$ cat src/design/dq_pkg.sv
// ----------------------------------------------------------------------------
// Double-ended queue package
// Shared word types, operation and status codes, and parameter defaults.
// ----------------------------------------------------------------------------
package dq_pkg;

	localparam int DEPTH_DEFAULT      = 16;
	localparam int DATA_WIDTH_DEFAULT = 32;
	localparam int WORD_W             = 32;
	localparam int OP_W               = 3;
	localparam int COUNT_W            = 5;

	typedef enum logic [OP_W-1:0] {
		OP_PUSH_BACK  = 3'd0,
		OP_PUSH_FRONT = 3'd1,
		OP_POP_BACK   = 3'd2,
		OP_POP_FRONT  = 3'd3,
		OP_PEEK       = 3'd4
	} op_t;

	typedef enum logic [1:0] {
		ST_DONE      = 2'd0,
		ST_OVERFLOW  = 2'd1,
		ST_UNDERFLOW = 2'd2
	} status_t;

	typedef struct packed {
		logic [OP_W-1:0]          op;
		logic signed [WORD_W-1:0] value;
	} req_word_t;

	typedef struct packed {
		logic signed [WORD_W-1:0] front_value;
		logic signed [WORD_W-1:0] back_value;
		logic [COUNT_W-1:0]       entry_count;
		logic                     is_empty;
		logic                     is_full;
		status_t                  status;
	} rsp_word_t;

	typedef struct packed {
		logic [COUNT_W-1:0] entry_count;
		logic               is_empty;
		logic               is_full;
		status_t            status;
	} meta_t;

endpackage

$ cat src/design/dq_ram.sv
// ----------------------------------------------------------------------------
// Double-ended queue slot memory
// One write port and two read ports, read data registered.
// ----------------------------------------------------------------------------
module dq_ram #(
	parameter int DEPTH      = dq_pkg::DEPTH_DEFAULT,
	parameter int DATA_WIDTH = dq_pkg::DATA_WIDTH_DEFAULT
) (
	input  logic                       clk,
	input  logic                       wr_en,
	input  logic [$clog2(DEPTH)-1:0]   wr_addr,
	input  logic [DATA_WIDTH-1:0]      wr_data,
	input  logic                       rd_en,
	input  logic [$clog2(DEPTH)-1:0]   rd_addr_a,
	input  logic [$clog2(DEPTH)-1:0]   rd_addr_b,
	output logic [DATA_WIDTH-1:0]      rd_data_a,
	output logic [DATA_WIDTH-1:0]      rd_data_b
);

	logic [DATA_WIDTH-1:0] mem_q [DEPTH];

	always_ff @(posedge clk) begin
		if (wr_en) begin
			mem_q[wr_addr] <= wr_data;
		end
	end

	always_ff @(posedge clk) begin
		if (rd_en) begin
			rd_data_a <= mem_q[rd_addr_a];
			rd_data_b <= mem_q[rd_addr_b];
		end
	end

endmodule

$ cat src/design/dq_ctrl.sv
// ----------------------------------------------------------------------------
// Double-ended queue index control
// Holds the front index and entry count, decodes the operation, and
// produces the slot write, the two slot reads and the result flags.
// ----------------------------------------------------------------------------
module dq_ctrl #(
	parameter int DEPTH = dq_pkg::DEPTH_DEFAULT
) (
	input  logic                       clk,
	input  logic                       arst_n,
	input  logic                       accept,
	input  logic [dq_pkg::OP_W-1:0]    op,
	output logic                       wr_en,
	output logic [$clog2(DEPTH)-1:0]   wr_addr,
	output logic [$clog2(DEPTH)-1:0]   rd_front_addr,
	output logic [$clog2(DEPTH)-1:0]   rd_back_addr,
	output logic                       fwd_front,
	output logic                       fwd_back,
	output dq_pkg::meta_t              meta
);

	localparam int AW = $clog2(DEPTH);
	localparam int CW = $clog2(DEPTH + 1);
	localparam int SW = AW + 2;
	localparam logic [SW-1:0] DEPTH_S = SW'(DEPTH);
	localparam logic [AW-1:0] LAST    = AW'(DEPTH - 1);
	localparam logic [CW-1:0] FULL_C  = CW'(DEPTH);

	logic [AW-1:0]   front_q, front_nxt, front_dec, front_inc;
	logic [AW-1:0]   tail_slot, back_slot;
	logic [CW-1:0]   count_q, count_nxt;
	logic [SW-1:0]   tail_sum, back_sum;
	logic            full, empty, wr_hit;
	dq_pkg::status_t status;

	assign full      = (count_q == FULL_C);
	assign empty     = (count_q == '0);
	assign front_dec = (front_q == '0) ? LAST : front_q - AW'(1);
	assign front_inc = (front_q == LAST) ? '0 : front_q + AW'(1);
	assign tail_sum  = SW'(front_q) + SW'(count_q);
	assign tail_slot = (tail_sum >= DEPTH_S) ? AW'(tail_sum - DEPTH_S) : AW'(tail_sum);

	always_comb begin
		front_nxt = front_q;
		count_nxt = count_q;
		wr_hit    = 1'b0;
		wr_addr   = tail_slot;
		status    = dq_pkg::ST_DONE;
		unique case (op)
			dq_pkg::OP_PUSH_BACK: begin
				if (full) begin
					status = dq_pkg::ST_OVERFLOW;
				end else begin
					wr_hit    = 1'b1;
					count_nxt = count_q + CW'(1);
				end
			end
			dq_pkg::OP_PUSH_FRONT: begin
				if (full) begin
					status = dq_pkg::ST_OVERFLOW;
				end else begin
					wr_hit    = 1'b1;
					wr_addr   = front_dec;
					front_nxt = front_dec;
					count_nxt = count_q + CW'(1);
				end
			end
			dq_pkg::OP_POP_BACK: begin
				if (empty) begin
					status = dq_pkg::ST_UNDERFLOW;
				end else begin
					count_nxt = count_q - CW'(1);
				end
			end
			dq_pkg::OP_POP_FRONT: begin
				if (empty) begin
					status = dq_pkg::ST_UNDERFLOW;
				end else begin
					front_nxt = front_inc;
					count_nxt = count_q - CW'(1);
				end
			end
			default: begin
			end
		endcase
	end

	assign back_sum  = SW'(front_nxt) + SW'(count_nxt)
		- ((count_nxt != '0) ? SW'(1) : SW'(0));
	assign back_slot = (back_sum >= DEPTH_S) ? AW'(back_sum - DEPTH_S) : AW'(back_sum);

	assign wr_en         = accept & wr_hit;
	assign rd_front_addr = front_nxt;
	assign rd_back_addr  = back_slot;
	assign fwd_front     = wr_hit & (wr_addr == front_nxt);
	assign fwd_back      = wr_hit & (wr_addr == back_slot);

	assign meta.entry_count = dq_pkg::COUNT_W'(count_nxt);
	assign meta.is_empty    = (count_nxt == '0);
	assign meta.is_full     = (count_nxt == FULL_C);
	assign meta.status      = status;

	always_ff @(posedge clk or negedge arst_n) begin
		if (!arst_n) begin
			front_q <= '0;
			count_q <= '0;
		end else if (accept) begin
			front_q <= front_nxt;
			count_q <= count_nxt;
		end
	end

endmodule

$ cat src/design/double_ended_queue_core.sv
// ----------------------------------------------------------------------------
// Double-ended queue core
// Bounded double-ended queue of signed words kept in a ring of slots.
// ----------------------------------------------------------------------------
// The block takes one request word per clock, unless req_stall holds it off,
// and returns one response word for each, in order, through the registered
// read of the slot memory and then the output register. The index and count
// update in the cycle a request is accepted, so the next request may follow
// at once; a pushed word that the same request must report is forwarded
// around the memory. Push into a full queue reports overflow, pop from an
// empty queue reports underflow, and an empty queue reports zero for both
// end values.
module double_ended_queue_core #(
	parameter int DEPTH      = dq_pkg::DEPTH_DEFAULT,
	parameter int DATA_WIDTH = dq_pkg::DATA_WIDTH_DEFAULT
) (
	input  logic              clk,
	input  logic              arst_n,
	input  logic              req_valid,
	output logic              req_stall,
	input  dq_pkg::req_word_t req,
	output logic              rsp_valid,
	input  logic              rsp_stall,
	output dq_pkg::rsp_word_t rsp
);

	localparam int AW = $clog2(DEPTH);

	logic                  accept, out_free, s1_adv;
	logic                  wr_en, fwd_front, fwd_back;
	logic [AW-1:0]         wr_addr, rd_front_addr, rd_back_addr;
	logic [DATA_WIDTH-1:0] wr_data, rd_front, rd_back;
	logic [DATA_WIDTH-1:0] front_sel, back_sel;
	dq_pkg::meta_t         meta;

	logic                  s1_valid_q;
	logic                  fwd_front_s1, fwd_back_s1;
	logic [DATA_WIDTH-1:0] wdata_s1;
	dq_pkg::meta_t         meta_s1;

	logic                  rsp_valid_q;
	dq_pkg::rsp_word_t     rsp_q, rsp_nxt;

	assign out_free  = ~rsp_valid_q | ~rsp_stall;
	assign s1_adv    = s1_valid_q & out_free;
	assign req_stall = s1_valid_q & ~out_free;
	assign accept    = req_valid & ~req_stall;
	assign wr_data   = DATA_WIDTH'(req.value);

	dq_ctrl #(
		.DEPTH(DEPTH)
	) u_ctrl (
		.clk          (clk),
		.arst_n       (arst_n),
		.accept       (accept),
		.op           (req.op),
		.wr_en        (wr_en),
		.wr_addr      (wr_addr),
		.rd_front_addr(rd_front_addr),
		.rd_back_addr (rd_back_addr),
		.fwd_front    (fwd_front),
		.fwd_back     (fwd_back),
		.meta         (meta)
	);

	dq_ram #(
		.DEPTH     (DEPTH),
		.DATA_WIDTH(DATA_WIDTH)
	) u_ram (
		.clk      (clk),
		.wr_en    (wr_en),
		.wr_addr  (wr_addr),
		.wr_data  (wr_data),
		.rd_en    (accept),
		.rd_addr_a(rd_front_addr),
		.rd_addr_b(rd_back_addr),
		.rd_data_a(rd_front),
		.rd_data_b(rd_back)
	);

	always_ff @(posedge clk or negedge arst_n) begin
		if (!arst_n) begin
			s1_valid_q <= 1'b0;
		end else if (accept) begin
			s1_valid_q <= 1'b1;
		end else if (s1_adv) begin
			s1_valid_q <= 1'b0;
		end
	end

	always_ff @(posedge clk) begin
		if (accept) begin
			fwd_front_s1 <= fwd_front;
			fwd_back_s1  <= fwd_back;
			wdata_s1     <= wr_data;
			meta_s1      <= meta;
		end
	end

	assign front_sel = fwd_front_s1 ? wdata_s1 : rd_front;
	assign back_sel  = fwd_back_s1 ? wdata_s1 : rd_back;

	always_comb begin
		rsp_nxt.front_value = meta_s1.is_empty ? '0 : dq_pkg::WORD_W'(signed'(front_sel));
		rsp_nxt.back_value  = meta_s1.is_empty ? '0 : dq_pkg::WORD_W'(signed'(back_sel));
		rsp_nxt.entry_count = meta_s1.entry_count;
		rsp_nxt.is_empty    = meta_s1.is_empty;
		rsp_nxt.is_full     = meta_s1.is_full;
		rsp_nxt.status      = meta_s1.status;
	end

	always_ff @(posedge clk or negedge arst_n) begin
		if (!arst_n) begin
			rsp_valid_q <= 1'b0;
		end else if (out_free) begin
			rsp_valid_q <= s1_valid_q;
		end
	end

	always_ff @(posedge clk) begin
		if (s1_adv) begin
			rsp_q <= rsp_nxt;
		end
	end

	assign rsp_valid = rsp_valid_q;
	assign rsp       = rsp_q;

endmodule

$ cat config.mk
export PLATFORM = sky130hd
export DESIGN_NAME = double_ended_queue_core
export DESIGN_NICKNAME = d
export VERILOG_FILES = /design/src/design/dq_pkg.sv /design/src/design/dq_ram.sv /design/src/design/dq_ctrl.sv /design/src/design/double_ended_queue_core.sv
export SDC_FILE = /design/constraint.sdc
export NUM_CORES = 1
export LEC_CHECK = 0
export ABC_AREA = 0
export ABC_CLOCK_PERIOD_IN_PS = 17600
export CORE_MARGIN = 2
export CORE_UTILIZATION = 25
export DETAILED_ROUTE_END_ITERATION = 16
export DONT_BUFFER_PORTS = 1
export HOLD_SLACK_MARGIN = 0.02
export MAX_ROUTING_LAYER = met4
export PLACE_DENSITY_LB_ADDON = 0.3
export SYNTH_ARGS = -nofsm -noshare
export SYNTH_HDL_FRONTEND = slang
export SYNTH_SLANG_ARGS = --single-unit
$ cat constraint.sdc
create_clock -name clk -period 17.6 [get_ports clk]
set_input_delay 0.88 -clock clk [delete_from_list [all_inputs] [get_ports clk]]
set_output_delay 0.88 -clock clk [all_outputs]
set_load 0.01 [all_outputs]
Word level (Yosys, flattened, before mapping)
Memories as Yosys holds them, arrays and structs flattened. A register that Yosys moved wholly into a read port is not among the register bits.
Index checks and enable logic that the tools add are counted.
- input port bits: 39
- memory bits (read-only): 0
- bits in latches: 0
- memories kept: 1
- memory bits (writable): 512
- register bits: 127
- output and inout port bits: 75
- word-level logic and storage cells: 80
- divide/modulo/power cells: 0
- bitwise logic cells: 11
- multipliers: 0
- muxes and demuxes: 24
- $add $sub $neg: 9
- shifts and indexed selects: 0
- equality and inequality tests: 8
- reductions and logical operators: 8
- order comparisons: 2
- memory list (memory ; depth ; bits a word ; rd ports ; clocked after Yosys merged registers in ; write ports ; RTL line ; source):
    u_ram.mem_q ; 16 ; 32 ; 2 ; 2 ; 1 ; dq_ram.sv:20 ; logic [DATA_WIDTH-1:0] mem_q [DEPTH];
- operators with widths (operator ; number):
    $mux 32 ; 2
    $mux 4 ; 8
    $add 4x5->6 ; 2
    $ge 6x5->1 const B ; 2
    $sub 4x1->4 const B ; 3
    $eq 5x5->1 const B ; 2
    $logic_not 5->1 ; 2
    $mux 5 ; 2
    $pmux 5 s2 ; 1
    $eq 4x4->1 ; 2
    $mux 1 ; 8
    $pmux 4 s2 ; 1
    $and 1x1->1 ; 6
    $eq 3x2->1 const B ; 2
    $sub 6x1->6 ; 1
    $add 5x1->5 const B ; 1
    $reduce_bool 5->1 ; 1
    $sub 5x1->5 const B ; 1
    $add 4x1->4 const B ; 1
    $eq 4x4->1 const B ; 1
    $logic_not 4->1 ; 1
    $not 1->1 ; 4
    $pmux 2 s2 ; 1
    $reduce_or 2->1 ; 2
    other kinds (5) ; 5

Depth between registers and ports, before layout
- depth in word-level cells: 10
- gate-level depth with buffers: 20

By module
A second synthesis with hierarchy kept.
- cell total of the unflattened synthesis: 1600
- area, all modules: 30968.5 sq um
- by module, submodules not included (module ; cells each ; sequential area each (sq um) ; times used ; area each (sq um)):
    dq_ram ; 1141 ; 17296.6 ; 1 ; 24828.8
    double_ended_queue_core ; 267 ; 3533.4 ; 1 ; 4625.7
    dq_ctrl ; 192 ; 225.2 ; 1 ; 1514.0

Worst setup path before layout
Ideal clock, no wire load.
- path kind: in2reg
- start: input rsp_stall
- end: register rsp_q, in the netlist rsp[0], enable pin
- library setup time: 0.616 ns
- buffers on the path: 0
- path slack: 10.820 ns
- data arrival time: 6.164 ns
- cell stages on the path: 1
- cell sequence: a21boi_0
- cells in the longest elaborated chain, start to end: 3
- ends and longest elaborated chain (what ; RTL line ; source):
    start: declaration ; double_ended_queue_core.sv:23 ; input logic rsp_stall,
    $not 1->1 ; double_ended_queue_core.sv:44 ; assign out_free = ~rsp_valid_q | ~rsp_stall;
    $or 1x1->1 ; double_ended_queue_core.sv:44 ;
    $and 1x1->1 ; double_ended_queue_core.sv:45 ; assign s1_adv = s1_valid_q & out_free;
    end signal: assignment ; double_ended_queue_core.sv:122 ; rsp_q <= rsp_nxt;
    end: declaration ; double_ended_queue_core.sv:42 ; dq_pkg::rsp_word_t rsp_q, rsp_nxt;
Every way passes these cells.
A chain may end at the register's enable or synchronous reset.

==> impl_metrics.tcl <==
set metrics [dict create \
    routabilityCongestion 0.7779 \
    drive_above_1_share_pct 24.10 \
    final_max_slew_viol_count 0 \
    vias 17270 \
    hpwl_mm 48.69 \
    synthCells 1855 \
    io_pins 114 \
    synthSimpleGateAreaFrac_pct 4.503 \
    cp_max_fo 56 \
    slowest_stage "fa_4" \
    muxShareOfSynthArea_pct 22.00 \
    cp_cell_sequence "inv_1, ha_1, nor4b_2, nor2_1, a221oi_1, a31o_2, inv_1, or4_1, or2_2, ha_1, inv_1, ha_4, fa_4, buf_4, mux4_2, mux4_2" \
    tns_ns 0 \
    drc 0 \
    synth_top_area_share_pct 65.42 \
    peakVddDrop_mv 0.2063 \
    finClkSkew_ns 0.01933 \
    critPathKind "flip-flop to flip-flop" \
    yosysWarnings 0 \
    period_share_pct 36.91 \
    synth_compound_area_share_pct 3.979 \
    dp.cells 3418 \
    wirelength_mm 89.32 \
    drt_pass1_iterations 5 \
    crit_required_ns 17.97 \
    port_buffers 0 \
    power_density_nw_per_um2 207.7 \
    fin_nets 1908 \
    stdcell_count 3572 \
    die_w_um 360.4 \
    initialDrtViolationCount 1356 \
    placed_cell_area_um2 33780 \
    wire_per_inst_um 25.01 \
    antenna_left 0 \
    pre_cts_slack_ns 11.09 \
    setup_ws_ns 11.10 \
    overflow 0 \
    path_common_cell "inv_1" \
    ys_async_sr_fraction_pct 1.565 \
    grt_start_max_net_pins 102 \
    cpPeakStageDelay_ns 1.11 \
    hold_path.class "primary input to flip-flop" \
    power.leakage_nw 11.77 \
    fillCellCount 12390 \
    fin_util_pct 28.89 \
    synth_top_family_by_area "multiplexers" \
    hold_viol_final 0 \
    synth_xor_xnor_area_share_pct 0.5751 \
    holdWs_ns 0.3379 \
    start_kind "flip-flop" \
    gr-usage-all-layers_pct 13.89 \
    coreArea_um2 125900 \
    synth_cell_types 54 \
    max_freq_ghz 0.1539 \
    viasPerCell 4.835 \
    syn_area_um2 31760 \
    relSlewSlack_pct 24.33 \
    synth.top_cells.by_area "edfxtp_1 65%, mux4_2 11%, mux2i_1 6.1%" \
    grt_pass1_vias 17990 \
    synth_top_cell_by_area "edfxtp_1" \
    cts_setup_buffers 0 \
    synth_nets 1909 \
    ys_ff_latch 703 \
    initial_utilization_pct 25.23 \
    cts.reportedPaths.clkPinSlew_ns 0.06 \
    crit_family "adder cells" \
    status "finished, final reports clean" \
    syn_area_per_cell_um2 17.12 \
    dieArea_um2 129900 \
    synth_top_flop_cell "edfxtp_1" \
    cts_tree "yes" \
    power_mw 7.555 \
    grt_pass1_wl_mm 128.6 \
    worst_pin_slew_ns 1.135 \
    htree_levels 3 \
    die_h_um 360.4 \
    setup_viol 0 \
    worst-path-buf-inv 4 \
    maxCapViolations 0 \
    period_minus_slack_ns 6.497 \
    synth_edf_count 692 \
    cts_buffer_depth 3 \
    row_count 130 \
    end_kind "flip-flop" \
    cts_buffers 83 \
    synthToLayoutAreaGrowth_pct 14.50 \
    synth_adder_area_share_pct 0.6382 \
    antenna_found_initial 0 \
    final_common_cell "edfxtp_1" \
    insertion_delay_ns 0.63 \
    cp.arrival_ns 6.86 \
    rsz0062_at_grt "no" \
    layout_common_cells "692 x edfxtp_1, 193 x mux2i_1, 160 x mux4_2" \
    cts_sinks 703 \
    ys_seq_area_share_pct 66.29 \
    root_buffer "clkbuf_16" \
    fin_area_um2 36370 \
]
-- state kept, by name, summed over array words and instances, names as in the netlist --
signal	count
rsp	73
wdata_s1	32
u_ram.rd_data_a	32
u_ram.rd_data_b	32
fwd_front_s1	1
u_ram.mem_q	512
s1_valid_q	1
rsp_valid	1
meta_s1	9
fwd_back_s1	1
u_ctrl.front_q	4
u_ctrl.count_q	5
-- routing by layer --
| metal | GRT usage (%) | share of wire [%] | vias to the layer above |
|---|---|---|---|
| li1 | - | - | 7473 |
| met1 | 16.93 | 42 | 9166 |
| met2 | 23.35 | 50 | 523 |
| met3 | 2.996 | 6.4 | 108 |
| met4 | 3.593 | 1.8 | 0 |
| met5 | - | 0 | - |
-- cell usage after synthesis, types with 14 or more instances --
library cell,number
buf_2,49
clkbuf_1,61
edfxtp_1,692
inv_1,19
mux2_1,16
mux2_2,113
mux2i_1,193
mux4_2,160
nand2_1,146
nand4_1,32
nor2_1,93
o211ai_1,128
xnor2_1,14
-- power breakdown --
part	switching [mW]	leakage (nW)	internal (mW)
Sequential	0.118	6.49	2.16
Combinational	1.86	4.03	1.78
Clock	0.677	1.25	0.957
Total	2.66	11.8	4.90
-- final timing paths --
kind / from / end / slack, ns / depth (start not counted)
max: u_ctrl.count_q[0] / u_ram.rd_data_b[14] / 11.10 / 16
min: req[12] / wdata_s1[12] / 0.34 / 0
max reg2reg: u_ctrl.count_q[0] / u_ram.rd_data_b[14] / 11.10 / 16
min reg2reg: meta_s1[1] / rsp[1] / 0.42 / 0
max in group asynchronous: arst_n / u_ctrl.count_q[3] / 16.38 / 1
min in group asynchronous: arst_n / s1_valid_q / 0.74 / 1
-- cells by family (layout without fill, tap and decap cells) --
| logic type | Yosys count | in the layout |
|---|---|---|
| AO/OA/AOI/OAI | 173 | 173 |
| XOR/XNOR | 20 | 20 |
| adder cells (fa/ha/maj) | 15 | 15 |
| buffers and inverters | 146 | 212 |
| flip-flops | 703 | 703 |
| multiplexers | 482 | 482 |
| other | 0 | 1 |
| AND/OR/NAND/NOR | 316 | 316 |
-- cell type report --
class | instances | area [um2] | area share, %
sequential | 703 | 21060 | 57.89
multi-input combinational | 1006 | 10290 | 28.28
clock buffer | 103 | 2195 | 6.034
tap | 1650 | 2064 | 5.677
clock inverter | 49 | 381.6 | 1.049
timing repair buffer | 41 | 310.3 | 0.8532
inverter | 19 | 73.82 | 0.2030
antenna | 1 | 2.502 | 0.006881
-- timing repair --
action                    4_1_cts  5_1_grt
hold buffers                    1        0
hold endpoints to repair       11        0
resized for setup               0        0
No activity file was read; power rests on OpenSTA's default activity.
